==> config.mk <==
export PLATFORM = sky130hd
export DESIGN_NAME = tfr_div_pipe
export DESIGN_NICKNAME = d
export VERILOG_FILES = /design/src/rtl/tangent_frame_rotate_core_assert.svh /design/src/rtl/tfr_pkg.sv /design/src/rtl/tfr_div_pipe.sv
export SDC_FILE = /design/constraint.sdc
export NUM_CORES = 2
export LEC_CHECK = 0
export BUFFER_PORTS_ARGS = -buffer_cell sky130_fd_sc_hd__buf_2
export CORE_ASPECT_RATIO = 0.9
export CORE_MARGIN = 1.5
export CORE_UTILIZATION = 53
export DETAILED_ROUTE_END_ITERATION = 12
export HOLD_SLACK_MARGIN = 0.12
export PLACE_DENSITY = 0.72
export RECOVER_POWER = 25
export SYNTH_ARGS = -nofsm -noshare
export SYNTH_HDL_FRONTEND = slang
export SYNTH_SLANG_ARGS = --single-unit
==> constraint.sdc <==
create_clock -name clk_i -period 3.44 [get_ports clk_i]
set_input_delay 0.86 -clock clk_i [delete_from_list [all_inputs] [get_ports clk_i]]
set_output_delay 0.86 -clock clk_i [all_outputs]
set_load 0.01 [all_outputs]
==> src/rtl/tangent_frame_rotate_core_assert.svh <==
// Assertion macros for the tangent frame rotation core.
`ifndef TANGENT_FRAME_ROTATE_CORE_ASSERT_SVH
`define TANGENT_FRAME_ROTATE_CORE_ASSERT_SVH

// Same-cycle implication, checked outside reset.
`define TFR_ASSERT_IMPL(lbl, ante, cons) \
  lbl: assert property (@(posedge clk_i) disable iff (!rst_ni) (ante) |-> (cons)) \
    else $error("tangent frame rotate core: implication failed");

// Next-cycle implication, checked outside reset.
`define TFR_ASSERT_NEXT(lbl, ante, cons) \
  lbl: assert property (@(posedge clk_i) disable iff (!rst_ni) (ante) |=> (cons)) \
    else $error("tangent frame rotate core: next-cycle implication failed");

`endif

==> src/rtl/tfr_pkg.sv <==
// Shared types and constants of the tangent frame rotation core.
`timescale 1ns / 1ps
package tfr_pkg;

  typedef struct packed {
    logic advance;
    logic valid;
  } tfr_ctl_t;

  localparam int unsigned HelperNum = 999;
  localparam int unsigned HelperDen = 1000;

endpackage

==> src/rtl/tfr_div_pipe.sv <==
// Pipelined restoring divider, two numerators over one divisor, one quotient bit per stage.
`timescale 1ns / 1ps
module tfr_div_pipe #(
  parameter int W  = 16,
  parameter int NW = 30,
  parameter int QB = 15,
  parameter int PW = 8
) (
  input  logic             clk_i,
  input  logic             rst_ni,
  input  tfr_pkg::tfr_ctl_t ctl_i,
  input  logic [NW-1:0]    num_a_i,
  input  logic [NW-1:0]    num_b_i,
  input  logic [W-1:0]     den_i,
  input  logic [PW-1:0]    pay_i,
  output logic             valid_o,
  output logic [QB-1:0]    quo_a_o,
  output logic [QB-1:0]    quo_b_o,
  output logic [PW-1:0]    pay_o
);
  import tfr_pkg::*;

  logic [NW-1:0] rem_a_q [QB];
  logic [NW-1:0] rem_b_q [QB];
  logic [QB-1:0] quo_a_q [QB];
  logic [QB-1:0] quo_b_q [QB];
  logic [W-1:0]  den_q   [QB];
  logic [PW-1:0] pay_q   [QB];
  logic          vld_q   [QB];

  for (genvar k = 0; k < QB; k++) begin : g_stage
    logic [NW-1:0] ra_in, rb_in;
    logic [QB-1:0] qa_in, qb_in;
    logic [W-1:0]  d_in;
    logic [PW-1:0] p_in;
    logic          v_in;
    logic [NW:0]   dsh, ea, eb;

    if (k == 0) begin : g_first
      assign ra_in = num_a_i;
      assign rb_in = num_b_i;
      assign qa_in = '0;
      assign qb_in = '0;
      assign d_in  = den_i;
      assign p_in  = pay_i;
      assign v_in  = ctl_i.valid;
    end else begin : g_next
      assign ra_in = rem_a_q[k-1];
      assign rb_in = rem_b_q[k-1];
      assign qa_in = quo_a_q[k-1];
      assign qb_in = quo_b_q[k-1];
      assign d_in  = den_q[k-1];
      assign p_in  = pay_q[k-1];
      assign v_in  = vld_q[k-1];
    end

    assign dsh = (NW + 1)'(d_in) << (QB - 1 - k);
    assign ea  = {1'b0, ra_in};
    assign eb  = {1'b0, rb_in};

    always_ff @(posedge clk_i or negedge rst_ni) begin
      if (!rst_ni) begin
        vld_q[k] <= 1'b0;
      end else if (ctl_i.advance) begin
        vld_q[k] <= v_in;
      end
    end

    always_ff @(posedge clk_i) begin
      if (ctl_i.advance) begin
        if (ea >= dsh) begin
          rem_a_q[k] <= NW'(ea - dsh);
          quo_a_q[k] <= {qa_in[QB-2:0], 1'b1};
        end else begin
          rem_a_q[k] <= ra_in;
          quo_a_q[k] <= {qa_in[QB-2:0], 1'b0};
        end
        if (eb >= dsh) begin
          rem_b_q[k] <= NW'(eb - dsh);
          quo_b_q[k] <= {qb_in[QB-2:0], 1'b1};
        end else begin
          rem_b_q[k] <= rb_in;
          quo_b_q[k] <= {qb_in[QB-2:0], 1'b0};
        end
        den_q[k] <= d_in;
        pay_q[k] <= p_in;
      end
    end
  end

  assign valid_o = vld_q[QB-1];
  assign quo_a_o = quo_a_q[QB-1];
  assign quo_b_o = quo_b_q[QB-1];
  assign pay_o   = pay_q[QB-1];

endmodule

==> summary.txt <==
Status
  – Outcome: finished clean

Min path
  – Hold EP: pay_q[0][4]$_DFFE_PP_
  – Worst min path class: input pin to flip-flop
  – Worst Hold Path Cells: 1
  – Hold path startpoint: pay_i[4]

Critical path
  – Critical Path AT: 3.92 ns
  – CP Data Required Time: 3.95 ns
  – CP Max Fanout: 4
  – Slowest CP cell: a2111oi_1
  – Reg2reg start: den_q[0][66]$_DFFE_PP_
  – Max incr delay on CP: 0.53 ns
  – R2r setup slk: 0.03 ns
  – Crit path cell chain: inv_1, ha_1, nor2b_2, o31ai_4, a2111oi_2, a2111oi_1, buf_4, o21ai_0, a21oi_1, o21bai_1, a2111oi_1, xor2_1
  – Worst Setup End Kind: flip-flop
  – Worst-case reg-to-reg path depth: 12
  – Crit path buf inv count: 2
  – Family with the most delay on the worst path: compound AO/OA/AOI/OAI gates
  – CP Class: flip-flop to flip-flop
  – Critical R2R Capture: rem_b_q[0][179]$_DFFE_PP_
  – Worst path most repeated cell: a2111oi_1
  – Crit path launch type: flip-flop

Floorplan
  – Rows: 130
  – Total die area: 143,000 µm²
  – Die width: 399 µm
  – Die Ht: 359 µm
  – CORE AREA: 140,000 µm²
  – Initial core utilization: 0.535
  – Ports: 127

GRT
  – First-pass GRT wire length: 276 mm
  – Vias in the first global route: 49.7k
  – Tot GR Track Use: 0.252
  – Largest net degree at the start of global routing: 149
  – Antenna violations before repair: 0
  – Total gr overflow: 0

CTS
  – Htree depth: 4
  – Clk buf depth: 3
  – Clk sinks: 1,439
  – CTS tree: done
  – Worst-path clk slew: 0.06 ns
  – Root Buffer: clkbuf_16
  – Clk_lat worst skew: 0.78 ns
  – Cts bufs inserted: 153

STA
  – Layout Skew: 0.0261 ns
  – Fmax: 293 MHz
  – Fin Setup TNS: 0 ns
  – Tmin final: 3.41 ns
  – Slew HR: 0.409
  – Final worst path period share: 0.991
  – Final setup violating endpoints: 0
  – Actual slew at the worst max-slew pin: 0.887 ns
  – Max-slew violation count: 0
  – RSZ-0062 raised after global routing: yes
  – Final Hold Fails: 0
  – Worst Setup Slack, final: 0.0296 ns

Final layout
  – Final core area utilization: 0.619
  – Filler cells: 10.9k
  – Layout cell share with drive strength beyond 1: 0.152
  – Syn-to-layout area delta: 15.8%
  – Footprint of the multi-input gates: 30,100 µm²
  – Nets: 7,335
  – Register area: 43,100 µm²

Detailed routing
  – DRT iter0 DRCs: 2,771
  – DR vias: 48.8k
  – WL per Instance: 21.0 µm
  – Number of remaining DRC errors: 0
  – Final ANT Viol Nets: 0
  – Detailed-route vias per instance: 5.60
  – DRT Pass-1 Iters: 7
  – Total wire length: 183 mm

Power
  – Net Sw Frac: 0.323
  – P_int: 0.0454 W
  – Psw: 0.0217 W
  – PwrDens: 776 nW/µm²
  – Logic pwr share: 0.341
  – Pleak: 33.0 nW
  – Clk pwr share: 0.258
  – Seq pwr share: 0.401
  – Max IR drop VDD: 0.509 mV

Placed design
  – GPL Wtd Cong: 0.954
  – Estimated wirelength of the detail-placed design: 144 mm
  – Pre-CTS setup slack: -0.377 ns
  – Port bufs: 126

Synthesis
  – Commonest cells in the netlist: edfxtp_1, ha_1, nand2_1
  – Syn Inst Count: 6,161
  – Synth area leader: edfxtp_1
  – Synth Flop Type: edfxtp_1
  – Async SR Flop Fraction: 0.0104
  – Seq/Total Area, Yosys: 0.577
  – Leading post-synthesis cells by cell area: edfxtp_1, ha_1, xnor2_1
  – Ys Warns: 0
  – Syn Nets: 6,757
  – Top cell type's share of synthesized area: 0.572
  – Synth cell types: 87
  – Syn avg cell area: 12.1 µm²
  – Syn Std Cell Area: 74,700 µm²
  – Seq cells post-synth: 1,439
  – Most common cell in the netlist: edfxtp_1
  – Post-synth EDFFs: 1,422

Run
  – Max_cap viols: 0
[what timing repair did]
item | 4_1_cts | 5_1_grt
gates cloned | 0 | 2
setup endpoints to repair | 75 | 167
endpoints found under the hold margin | 15 | 0
setup buffers | 1 | 10
pin swaps | 2 | 26
gates resized for setup | 17 | 80
hold buffers | 1 | 0
[flip-flops by register name, summed over array words and instances (netlist names)]
name          count
valid_o           1
pay_q           120
quo_b_q         120
rem_b_q         420
rem_a_q         420
g_stage.v_in     14
den_q           224
quo_a_q         120
[final cells by class]
type / count / share of cell area
diodes: 1 / 0.0000289
clock buffers: 181 / 0.0457
clock inverters: 99 / 0.0161
inverters: 364 / 0.0158
multi-input cells: 4224 / 0.349
flip-flops and latches: 1439 / 0.499
well taps: 1848 / 0.0267
repair buffers: 557 / 0.0484
[per-layer routing]
| metal | track usage | share of wire |
|---|---|---|
| met3 | 0.0319 | 0.030 |
| met1 | 0.251 | 0.35 |
| met4 | 0.168 | 0.074 |
| met2 | 0.483 | 0.54 |
| met5 | 0 | 0 |
[power by group through the flow]
stage	clock network, W	registers (W)	logic (W)
after floorplan	0	0.0263	0.0165
after global placement	0	0.0272	0.0222
after detailed placement	0	0.0272	0.0224
after CTS	0.0177	0.0269	0.0226
after global routing	0.0183	0.0273	0.0255
final	0.0173	0.0269	0.0229
[worst reg2reg max path: cells and delay by family, from the launching register on]
kind	cells	cell delay [ns]
buffers and inverters	2	0.41
adders and majority gates	1	0.31
and+or+nand+nor	1	0.20
DFF	1	0.38
AOI/OAI and AO/OA	7	1.71
xor gates and xnor gates	1	0.12
[layout by cell type, fill, tap and decap left out, types with 29 or more instances in the layout]
master	count
edfxtp_1	1422
ha_1	475
nand2_1	443
nor2_1	412
a21oi_1	400
buf_4	392
o21ai_0	391
inv_1	352
xnor2_1	252
xor2_1	246
clkbuf_16	155
mux2_2	154
a21o_1	124
nor3_1	124
nand3_1	98
buf_2	96
o21a_1	94
nor2b_1	77
nor4_1	76
nand2b_1	76
nand4_1	69
or3_1	62
clkbuf_1	57
o21bai_1	42
a211oi_1	38
o31ai_1	33
or4_1	32
a31oi_1	31
and3_1	29
[through the flow]
step | cell area [µm²] | hold WS [ns] | cells | power (W)
2_1_floorplan | 74800 | 0.400 | 6161 | 0.0428
3_3_place_gp | 80600 | 0.400 | 8418 | 0.0493
3_5_place_dp | 80600 | 0.405 | 8418 | 0.0496
4_1_cts | 86100 | 0.194 | 8700 | 0.0671
5_1_grt | 86500 | 0.215 | 8712 | 0.0711
6_report | 86500 | 0.256 | 8713 | 0.0671
[worst max path at each step]
stage	from	to	slack (ns)	depth (start not counted)
detailed placement	num_b_i[14]	rem_b_q[0][23]$_DFFE_PP_	-0.38	15
floorplan	ctl_i[1]	quo_a_q[1][1]$_DFFE_PP_	-0.24	6
finish	den_q[0][66]$_DFFE_PP_	rem_b_q[0][179]$_DFFE_PP_	0.03	12
CTS	den_q[0][16]$_DFFE_PP_	rem_a_q[0][79]$_DFFE_PP_	0.0005	14
global placement	num_b_i[14]	rem_b_q[0][22]$_DFFE_PP_	-0.34	15
global route	den_q[0][66]$_DFFE_PP_	rem_b_q[0][179]$_DFFE_PP_	-0.08	12
[kinds of logic (layout without fill, tap and decap cells)]
group	after synthesis	after routing	synth area share
adders and majority gates	508	508	0.0879
AOI/OAI and AO/OA	1370	1370	0.113
xor gates and xnor gates	498	498	0.0584
muxes	166	166	0.0248
DFF	1439	1439	0.577
other	0	1	0
buffers and inverters	498	1201	0.0254
and+or+nand+nor	1682	1682	0.113
(Power assumes the default switching activity.)
