## config.mk

```make
export PLATFORM = sky130hd
export DESIGN_NAME = tfr_sqrt_pipe
export DESIGN_NICKNAME = d
export VERILOG_FILES = /design/src/rtl/tangent_frame_rotate_core_assert.svh /design/src/rtl/tfr_pkg.sv /design/src/rtl/tfr_sqrt_pipe.sv
export SDC_FILE = /design/constraint.sdc
export NUM_CORES = 1
export LEC_CHECK = 0
export ABC_AREA = 1
export BUFFER_PORTS_ARGS = -buffer_cell sky130_fd_sc_hd__buf_2
export CAP_MARGIN = 25
export CORE_MARGIN = 10
export CORE_UTILIZATION = 30
export DETAILED_ROUTE_END_ITERATION = 7
export PLACE_DENSITY = 0.41
export SYNTH_ARGS = -nofsm -noshare
export SYNTH_HDL_FRONTEND = slang
export SYNTH_SLANG_ARGS = --single-unit
```

## constraint.sdc

```tcl
create_clock -name clk_i -period 2.5 [get_ports clk_i]
set_input_delay 0.125 -clock clk_i [delete_from_list [all_inputs] [get_ports clk_i]]
set_output_delay 0.125 -clock clk_i [all_outputs]
set_load 0.05 [all_outputs]
```

## src/rtl/tangent_frame_rotate_core_assert.svh

```systemverilog
// Assertion macros for the tangent frame rotation core.
`ifndef TANGENT_FRAME_ROTATE_CORE_ASSERT_SVH
`define TANGENT_FRAME_ROTATE_CORE_ASSERT_SVH

// Same-cycle implication, checked outside reset.
`define TFR_ASSERT_IMPL(lbl, ante, cons) \
  lbl: assert property (@(posedge clk_i) disable iff (!rst_ni) (ante) |-> (cons)) \
    else $error("tangent frame rotate core: implication failed");

// Next-cycle implication, checked outside reset.
`define TFR_ASSERT_NEXT(lbl, ante, cons) \
  lbl: assert property (@(posedge clk_i) disable iff (!rst_ni) (ante) |=> (cons)) \
    else $error("tangent frame rotate core: next-cycle implication failed");

`endif

```

## src/rtl/tfr_pkg.sv

```systemverilog
// Shared types and constants of the tangent frame rotation core.
`timescale 1ns / 1ps
package tfr_pkg;

  typedef struct packed {
    logic advance;
    logic valid;
  } tfr_ctl_t;

  localparam int unsigned HelperNum = 999;
  localparam int unsigned HelperDen = 1000;

endpackage

```

## src/rtl/tfr_sqrt_pipe.sv

```systemverilog
// Pipelined integer square root, one root bit per stage, with payload.
`timescale 1ns / 1ps
module tfr_sqrt_pipe #(
  parameter int W  = 16,
  parameter int PW = 8
) (
  input  logic             clk_i,
  input  logic             rst_ni,
  input  tfr_pkg::tfr_ctl_t ctl_i,
  input  logic [2*W-1:0]   rad_i,
  input  logic [PW-1:0]    pay_i,
  output logic             valid_o,
  output logic [W-1:0]     root_o,
  output logic [PW-1:0]    pay_o
);
  import tfr_pkg::*;

  localparam int RW = W + 2;

  logic [RW-1:0]  rem_q  [W];
  logic [RW-1:0]  root_q [W];
  logic [2*W-1:0] rad_q  [W];
  logic [PW-1:0]  pay_q  [W];
  logic           vld_q  [W];

  for (genvar k = 0; k < W; k++) begin : g_stage
    logic [RW-1:0]  rem_in, root_in, r_try, trial;
    logic [2*W-1:0] rad_in;
    logic [PW-1:0]  p_in;
    logic           v_in;

    if (k == 0) begin : g_first
      assign rem_in  = '0;
      assign root_in = '0;
      assign rad_in  = rad_i;
      assign p_in    = pay_i;
      assign v_in    = ctl_i.valid;
    end else begin : g_next
      assign rem_in  = rem_q[k-1];
      assign root_in = root_q[k-1];
      assign rad_in  = rad_q[k-1];
      assign p_in    = pay_q[k-1];
      assign v_in    = vld_q[k-1];
    end

    assign r_try = {rem_in[RW-3:0], rad_in[2*W-1 -: 2]};
    assign trial = {root_in[RW-3:0], 2'b01};

    always_ff @(posedge clk_i or negedge rst_ni) begin
      if (!rst_ni) begin
        vld_q[k] <= 1'b0;
      end else if (ctl_i.advance) begin
        vld_q[k] <= v_in;
      end
    end

    always_ff @(posedge clk_i) begin
      if (ctl_i.advance) begin
        if (r_try >= trial) begin
          rem_q[k]  <= r_try - trial;
          root_q[k] <= {root_in[RW-2:0], 1'b1};
        end else begin
          rem_q[k]  <= r_try;
          root_q[k] <= {root_in[RW-2:0], 1'b0};
        end
        rad_q[k] <= {rad_in[2*W-3:0], 2'b00};
        pay_q[k] <= p_in;
      end
    end
  end

  assign valid_o = vld_q[W-1];
  assign root_o  = root_q[W-1][W-1:0];
  assign pay_o   = pay_q[W-1];

endmodule

```

==> report_table.html <==
<table>
<tr><th>Metric</th><th>Value</th></tr>
<tr><th colspan="2">Status</th></tr>
<tr><td>Status</td><td>completed</td></tr>
<tr><th colspan="2">Detailed routing</th></tr>
<tr><td>Average via count per standard cell</td><td>4.352</td></tr>
<tr><td>DRC Markers</td><td>0</td></tr>
<tr><td>Starting DRC count in detailed routing</td><td>1,314</td></tr>
<tr><td>WL/cell</td><td>14.83 µm</td></tr>
<tr><td>Detailed Routing Iterations Pass 1</td><td>5</td></tr>
<tr><td>Remaining antenna violation count after routing</td><td>0</td></tr>
<tr><td>Via count</td><td>22,720</td></tr>
<tr><td>Wirelength, routed</td><td>77.42 mm</td></tr>
<tr><th colspan="2">Timing</th></tr>
<tr><td>Minimum clock period after layout</td><td>2.323 ns</td></tr>
<tr><td>Tcrit/Tclk final</td><td>92.91%</td></tr>
<tr><td>Slew Limit Headroom</td><td>42.42%</td></tr>
<tr><td>Final hold viol count</td><td>0</td></tr>
<tr><td>Worst hold slack across all endpoints</td><td>0.1769 ns</td></tr>
<tr><td>Total negative setup slack</td><td>0 ns</td></tr>
<tr><td>Maximum achievable frequency</td><td>430.5 MHz</td></tr>
<tr><td>Slew at the pin closest to its max-slew limit</td><td>0.8636 ns</td></tr>
<tr><td>Number of pins with negative max-slew slack in the final report</td><td>0</td></tr>
<tr><td>Number of endpoints failing setup at the final stage</td><td>0</td></tr>
<tr><td>Final Worst Setup Slack</td><td>0.1773 ns</td></tr>
<tr><td>Final setup skew</td><td>0.02037 ns</td></tr>
<tr><th colspan="2">Synthesis</th></tr>
<tr><td>Synth Cell Area</td><td>35,450 µm²</td></tr>
<tr><td>Number of instances in the synthesized netlist</td><td>3,410</td></tr>
<tr><td>Share of flip-flops with an asynchronous set or reset</td><td>2.151%</td></tr>
<tr><td>Nets in the synthesized netlist</td><td>3,607</td></tr>
<tr><td>Syn_area_per_cell</td><td>10.40 µm²</td></tr>
<tr><td>Flip-flop and latch count after synthesis</td><td>744</td></tr>
<tr><td>Number of synthesized flops with an enable pin</td><td>727</td></tr>
<tr><td>Top_reg_cell synth</td><td>sky130_fd_sc_hd__edfxtp_1</td></tr>
<tr><td>Number of distinct standard cells referenced by the synthesized netlist</td><td>55</td></tr>
<tr><td>Share of synthesized area occupied by flip-flops and latches</td><td>62.77%</td></tr>
<tr><td>Yosys synthesis warning count</td><td>0</td></tr>
<tr><th colspan="2">Finish</th></tr>
<tr><td>Share of layout cells above drive strength 1</td><td>8.440%</td></tr>
<tr><td>Layout-stage area growth over the synthesis result</td><td>16.27%</td></tr>
<tr><td>Utilization after layout</td><td>35.00%</td></tr>
<tr><td>Number of inserted diodes</td><td>0</td></tr>
<tr><td>Post-route standard cell area excluding fillers</td><td>41,220 µm²</td></tr>
<tr><td>Leading cell type in the layout, fill and taps excluded</td><td>sky130_fd_sc_hd__nand2_1</td></tr>
<tr><td>Final instance count without filler cells</td><td>5,221</td></tr>
<tr><td>Highest-count cells in the layout ignoring fill and taps</td><td>897 x sky130_fd_sc_hd__nand2_1, 727 x sky130_fd_sc_hd__edfxtp_1, 541 x sky130_fd_sc_hd__inv_1</td></tr>
<tr><td>NumNets Final</td><td>3,806</td></tr>
<tr><th colspan="2">CTS</th></tr>
<tr><td>CTS Sinks</td><td>744</td></tr>
<tr><td>Number of levels in the clock H-tree</td><td>3</td></tr>
<tr><td>Buffer count from post-CTS setup fixing</td><td>0</td></tr>
<tr><td>TritonCTS clock tree</td><td>yes</td></tr>
<tr><td>Clock transition at the registers of the reported paths</td><td>0.06 ns</td></tr>
<tr><td>Clk Latency, worst-skew pair</td><td>0.66 ns</td></tr>
<tr><td>Root buffer selected by CTS</td><td>sky130_fd_sc_hd__clkbuf_16</td></tr>
<tr><td>TritonCTS Buffers</td><td>90</td></tr>
<tr><td>Maximum count of clock buffers along a single path</td><td>3</td></tr>
<tr><th colspan="2">Power</th></tr>
<tr><td>Net load switching power</td><td>9.390 mW</td></tr>
<tr><td>PD cells</td><td>822.3 nW/µm²</td></tr>
<tr><td>Switching power share of the total</td><td>27.71%</td></tr>
<tr><td>Clock network power share</td><td>37.4%</td></tr>
<tr><td>Share of total power in combinational logic</td><td>15.8%</td></tr>
<tr><td>Overall power after layout</td><td>33.89 mW</td></tr>
<tr><td>Cell Int Power</td><td>24.50 mW</td></tr>
<tr><td>VDD IR-drop max</td><td>0.0005137 V</td></tr>
<tr><td>Leakage power summed over all cells</td><td>17.70 nW</td></tr>
<tr><td>Part of the power in registers</td><td>46.7%</td></tr>
<tr><th colspan="2">Die</th></tr>
<tr><td>Core Box Area</td><td>117,800 µm²</td></tr>
<tr><td>Row cnt</td><td>126</td></tr>
<tr><td>Die width</td><td>363.8 µm</td></tr>
<tr><td>Effective utilization at floorplan</td><td>30.10%</td></tr>
<tr><td>Top Ports</td><td>69</td></tr>
<tr><td>Die Outline Area</td><td>132,300 µm²</td></tr>
<tr><td>Die Y-Extent</td><td>363.8 µm</td></tr>
<tr><th colspan="2">Place</th></tr>
<tr><td>Worst slack after detailed placement</td><td>-0.06311 ns</td></tr>
<tr><td>Instance area at placement</td><td>37,850 µm²</td></tr>
<tr><td>Number of buffers inserted by port buffering</td><td>68</td></tr>
<tr><td>Detail Placement HPWL</td><td>55.42 mm</td></tr>
<tr><td>RD Place Congestion</td><td>0.8359</td></tr>
<tr><td>Inst Count DP</td><td>5,008</td></tr>
<tr><th colspan="2">Global routing</th></tr>
<tr><td>Number of global-route vias before repair</td><td>22,440</td></tr>
<tr><td>Total overflow reported by the global router</td><td>0</td></tr>
<tr><td>Initial antenna violation count</td><td>0</td></tr>
<tr><td>Largest net degree at the start of global routing</td><td>143</td></tr>
<tr><td>Total Routing Usage GR</td><td>11.70%</td></tr>
<tr><td>Global-route wire length before repair</td><td>124.5 mm</td></tr>
<tr><th colspan="2">Critical path</th></tr>
<tr><td>Path type of the worst setup path</td><td>register to register</td></tr>
<tr><td>Endpoint required time on the critical path</td><td>2.87 ns</td></tr>
<tr><td>Critical path arrival</td><td>2.70 ns</td></tr>
<tr><td>Endpoint type of the worst setup path</td><td>register</td></tr>
<tr><td>Worst Setup Start Kind</td><td>register</td></tr>
<tr><td>Critical-path maximum fanout</td><td>13</td></tr>
<tr><th colspan="2">Job</th></tr>
<tr><td>Max Cap Violations</td><td>0</td></tr>
<tr><th colspan="2">Worst hold path</th></tr>
<tr><td>Type of the most critical hold path</td><td>input pin to register</td></tr>
</table>
## cell usage after synthesis, types with 8 or more instances
master	count	area, µm²
sky130_fd_sc_hd__a21oi_1	106	530.5
sky130_fd_sc_hd__and2_1	8	50.05
sky130_fd_sc_hd__buf_4	8	60.06
sky130_fd_sc_hd__buf_6	9	101.4
sky130_fd_sc_hd__clkbuf_1	21	78.83
sky130_fd_sc_hd__dfrtp_1	16	400.4
sky130_fd_sc_hd__edfxtp_1	727	21830
sky130_fd_sc_hd__ha_1	153	1914
sky130_fd_sc_hd__inv_1	541	2031
sky130_fd_sc_hd__nand2_1	898	3371
sky130_fd_sc_hd__nand2_2	8	50.05
sky130_fd_sc_hd__nand3_1	220	1101
sky130_fd_sc_hd__nand3b_1	21	157.7
sky130_fd_sc_hd__nand4_1	56	350.3
sky130_fd_sc_hd__nor2_1	271	1017
sky130_fd_sc_hd__nor2_2	8	50.05
sky130_fd_sc_hd__nor3_1	47	235.2
sky130_fd_sc_hd__o21ai_0	82	410.4
sky130_fd_sc_hd__o21ai_1	23	115.1
sky130_fd_sc_hd__or2_2	8	50.05
sky130_fd_sc_hd__xnor2_1	27	236.5
sky130_fd_sc_hd__xor2_1	66	578.1
## logic make-up after synthesis
group | synth area share (%)
flops | 62.77
xor+xnor | 2.298
compound gates | 3.935
simple gates | 19.00
fa+ha+maj | 5.400
buf+inv | 6.593
## layer usage
layer	GRT usage (%)	routed length, µm	vias up
met5	0	0	-
met4	4.035	1949	0
met3	2.109	2988	114
met2	18.42	34850	325
met1	16.10	37630	10530
li1	-	-	11760
## critical path: stages (launching register included)
cell and delay [ns]:
sky130_fd_sc_hd__edfxtp_1 0.46, sky130_fd_sc_hd__inv_1 0.07, sky130_fd_sc_hd__ha_1 0.34, sky130_fd_sc_hd__nand2_1 0.11, sky130_fd_sc_hd__inv_1 0.08, sky130_fd_sc_hd__nand2_1 0.11, sky130_fd_sc_hd__nand3_2 0.16, sky130_fd_sc_hd__nand2_2 0.20
sky130_fd_sc_hd__nand3_4 0.22, sky130_fd_sc_hd__nand3_1 0.14, sky130_fd_sc_hd__o21ai_0 0.14
## final timing paths
| check | cells after the start | end | start | slack (ns) |
|---|---|---|---|---|
| max | 10 | rem_q[1][29] | root_q[1][3] | 0.18 |
| min | 2 | rad_q[0][10] | rad_i[10] | 0.18 |
| max reg2reg | 10 | rem_q[1][29] | root_q[1][3] | 0.18 |
| min reg2reg | 0 | pay_q[5][0] | pay_q[4][0] | 0.41 |
| max in group asynchronous | 3 | g_stage[10].v_in | rst_ni | 1.42 |
| min in group asynchronous | 3 | g_stage[1].v_in | rst_ni | 0.60 |
## cell type report
type / count / area [µm²]
Tap cell: 1536 / 1922
Clock buffer: 127 / 2442
Fill cell: 11840 / 76550
Clock inverter: 41 / 406.6
Timing Repair Buffer: 153 / 1199
Multi-Input combinational cell: 2073 / 10940
Inverter: 547 / 2056
Sequential cell: 744 / 22250
## registers in the layout (all words and copies together) (netlist names)
name,flops
root_q,136
g_stage.v_in,15
pay_q,128
rad_q,240
rem_q,224
valid_o,1
## power by group through the flow
stage / sequential [mW] / clock [mW] / combinational [mW]
global route: 16.0 / 13.8 / 6.22
finish: 15.8 / 12.7 / 5.37
floorplan: 15.9 / 0 / 3.84
CTS: 15.9 / 13.3 / 5.41
detailed placement: 16.1 / 0 / 5.32
global placement: 16.1 / 0 / 5.33
## repair_timing
item / 4_1_cts / 5_1_grt
endpoints found under the setup margin: 5 / 45
gates cloned: 1 / 0
hold buffers: 44 / 0
hold endpoints to repair: 93 / 0
gates resized for setup: 4 / 10
pin swaps: 0 / 1
Power figures use the tool's default switching activity.
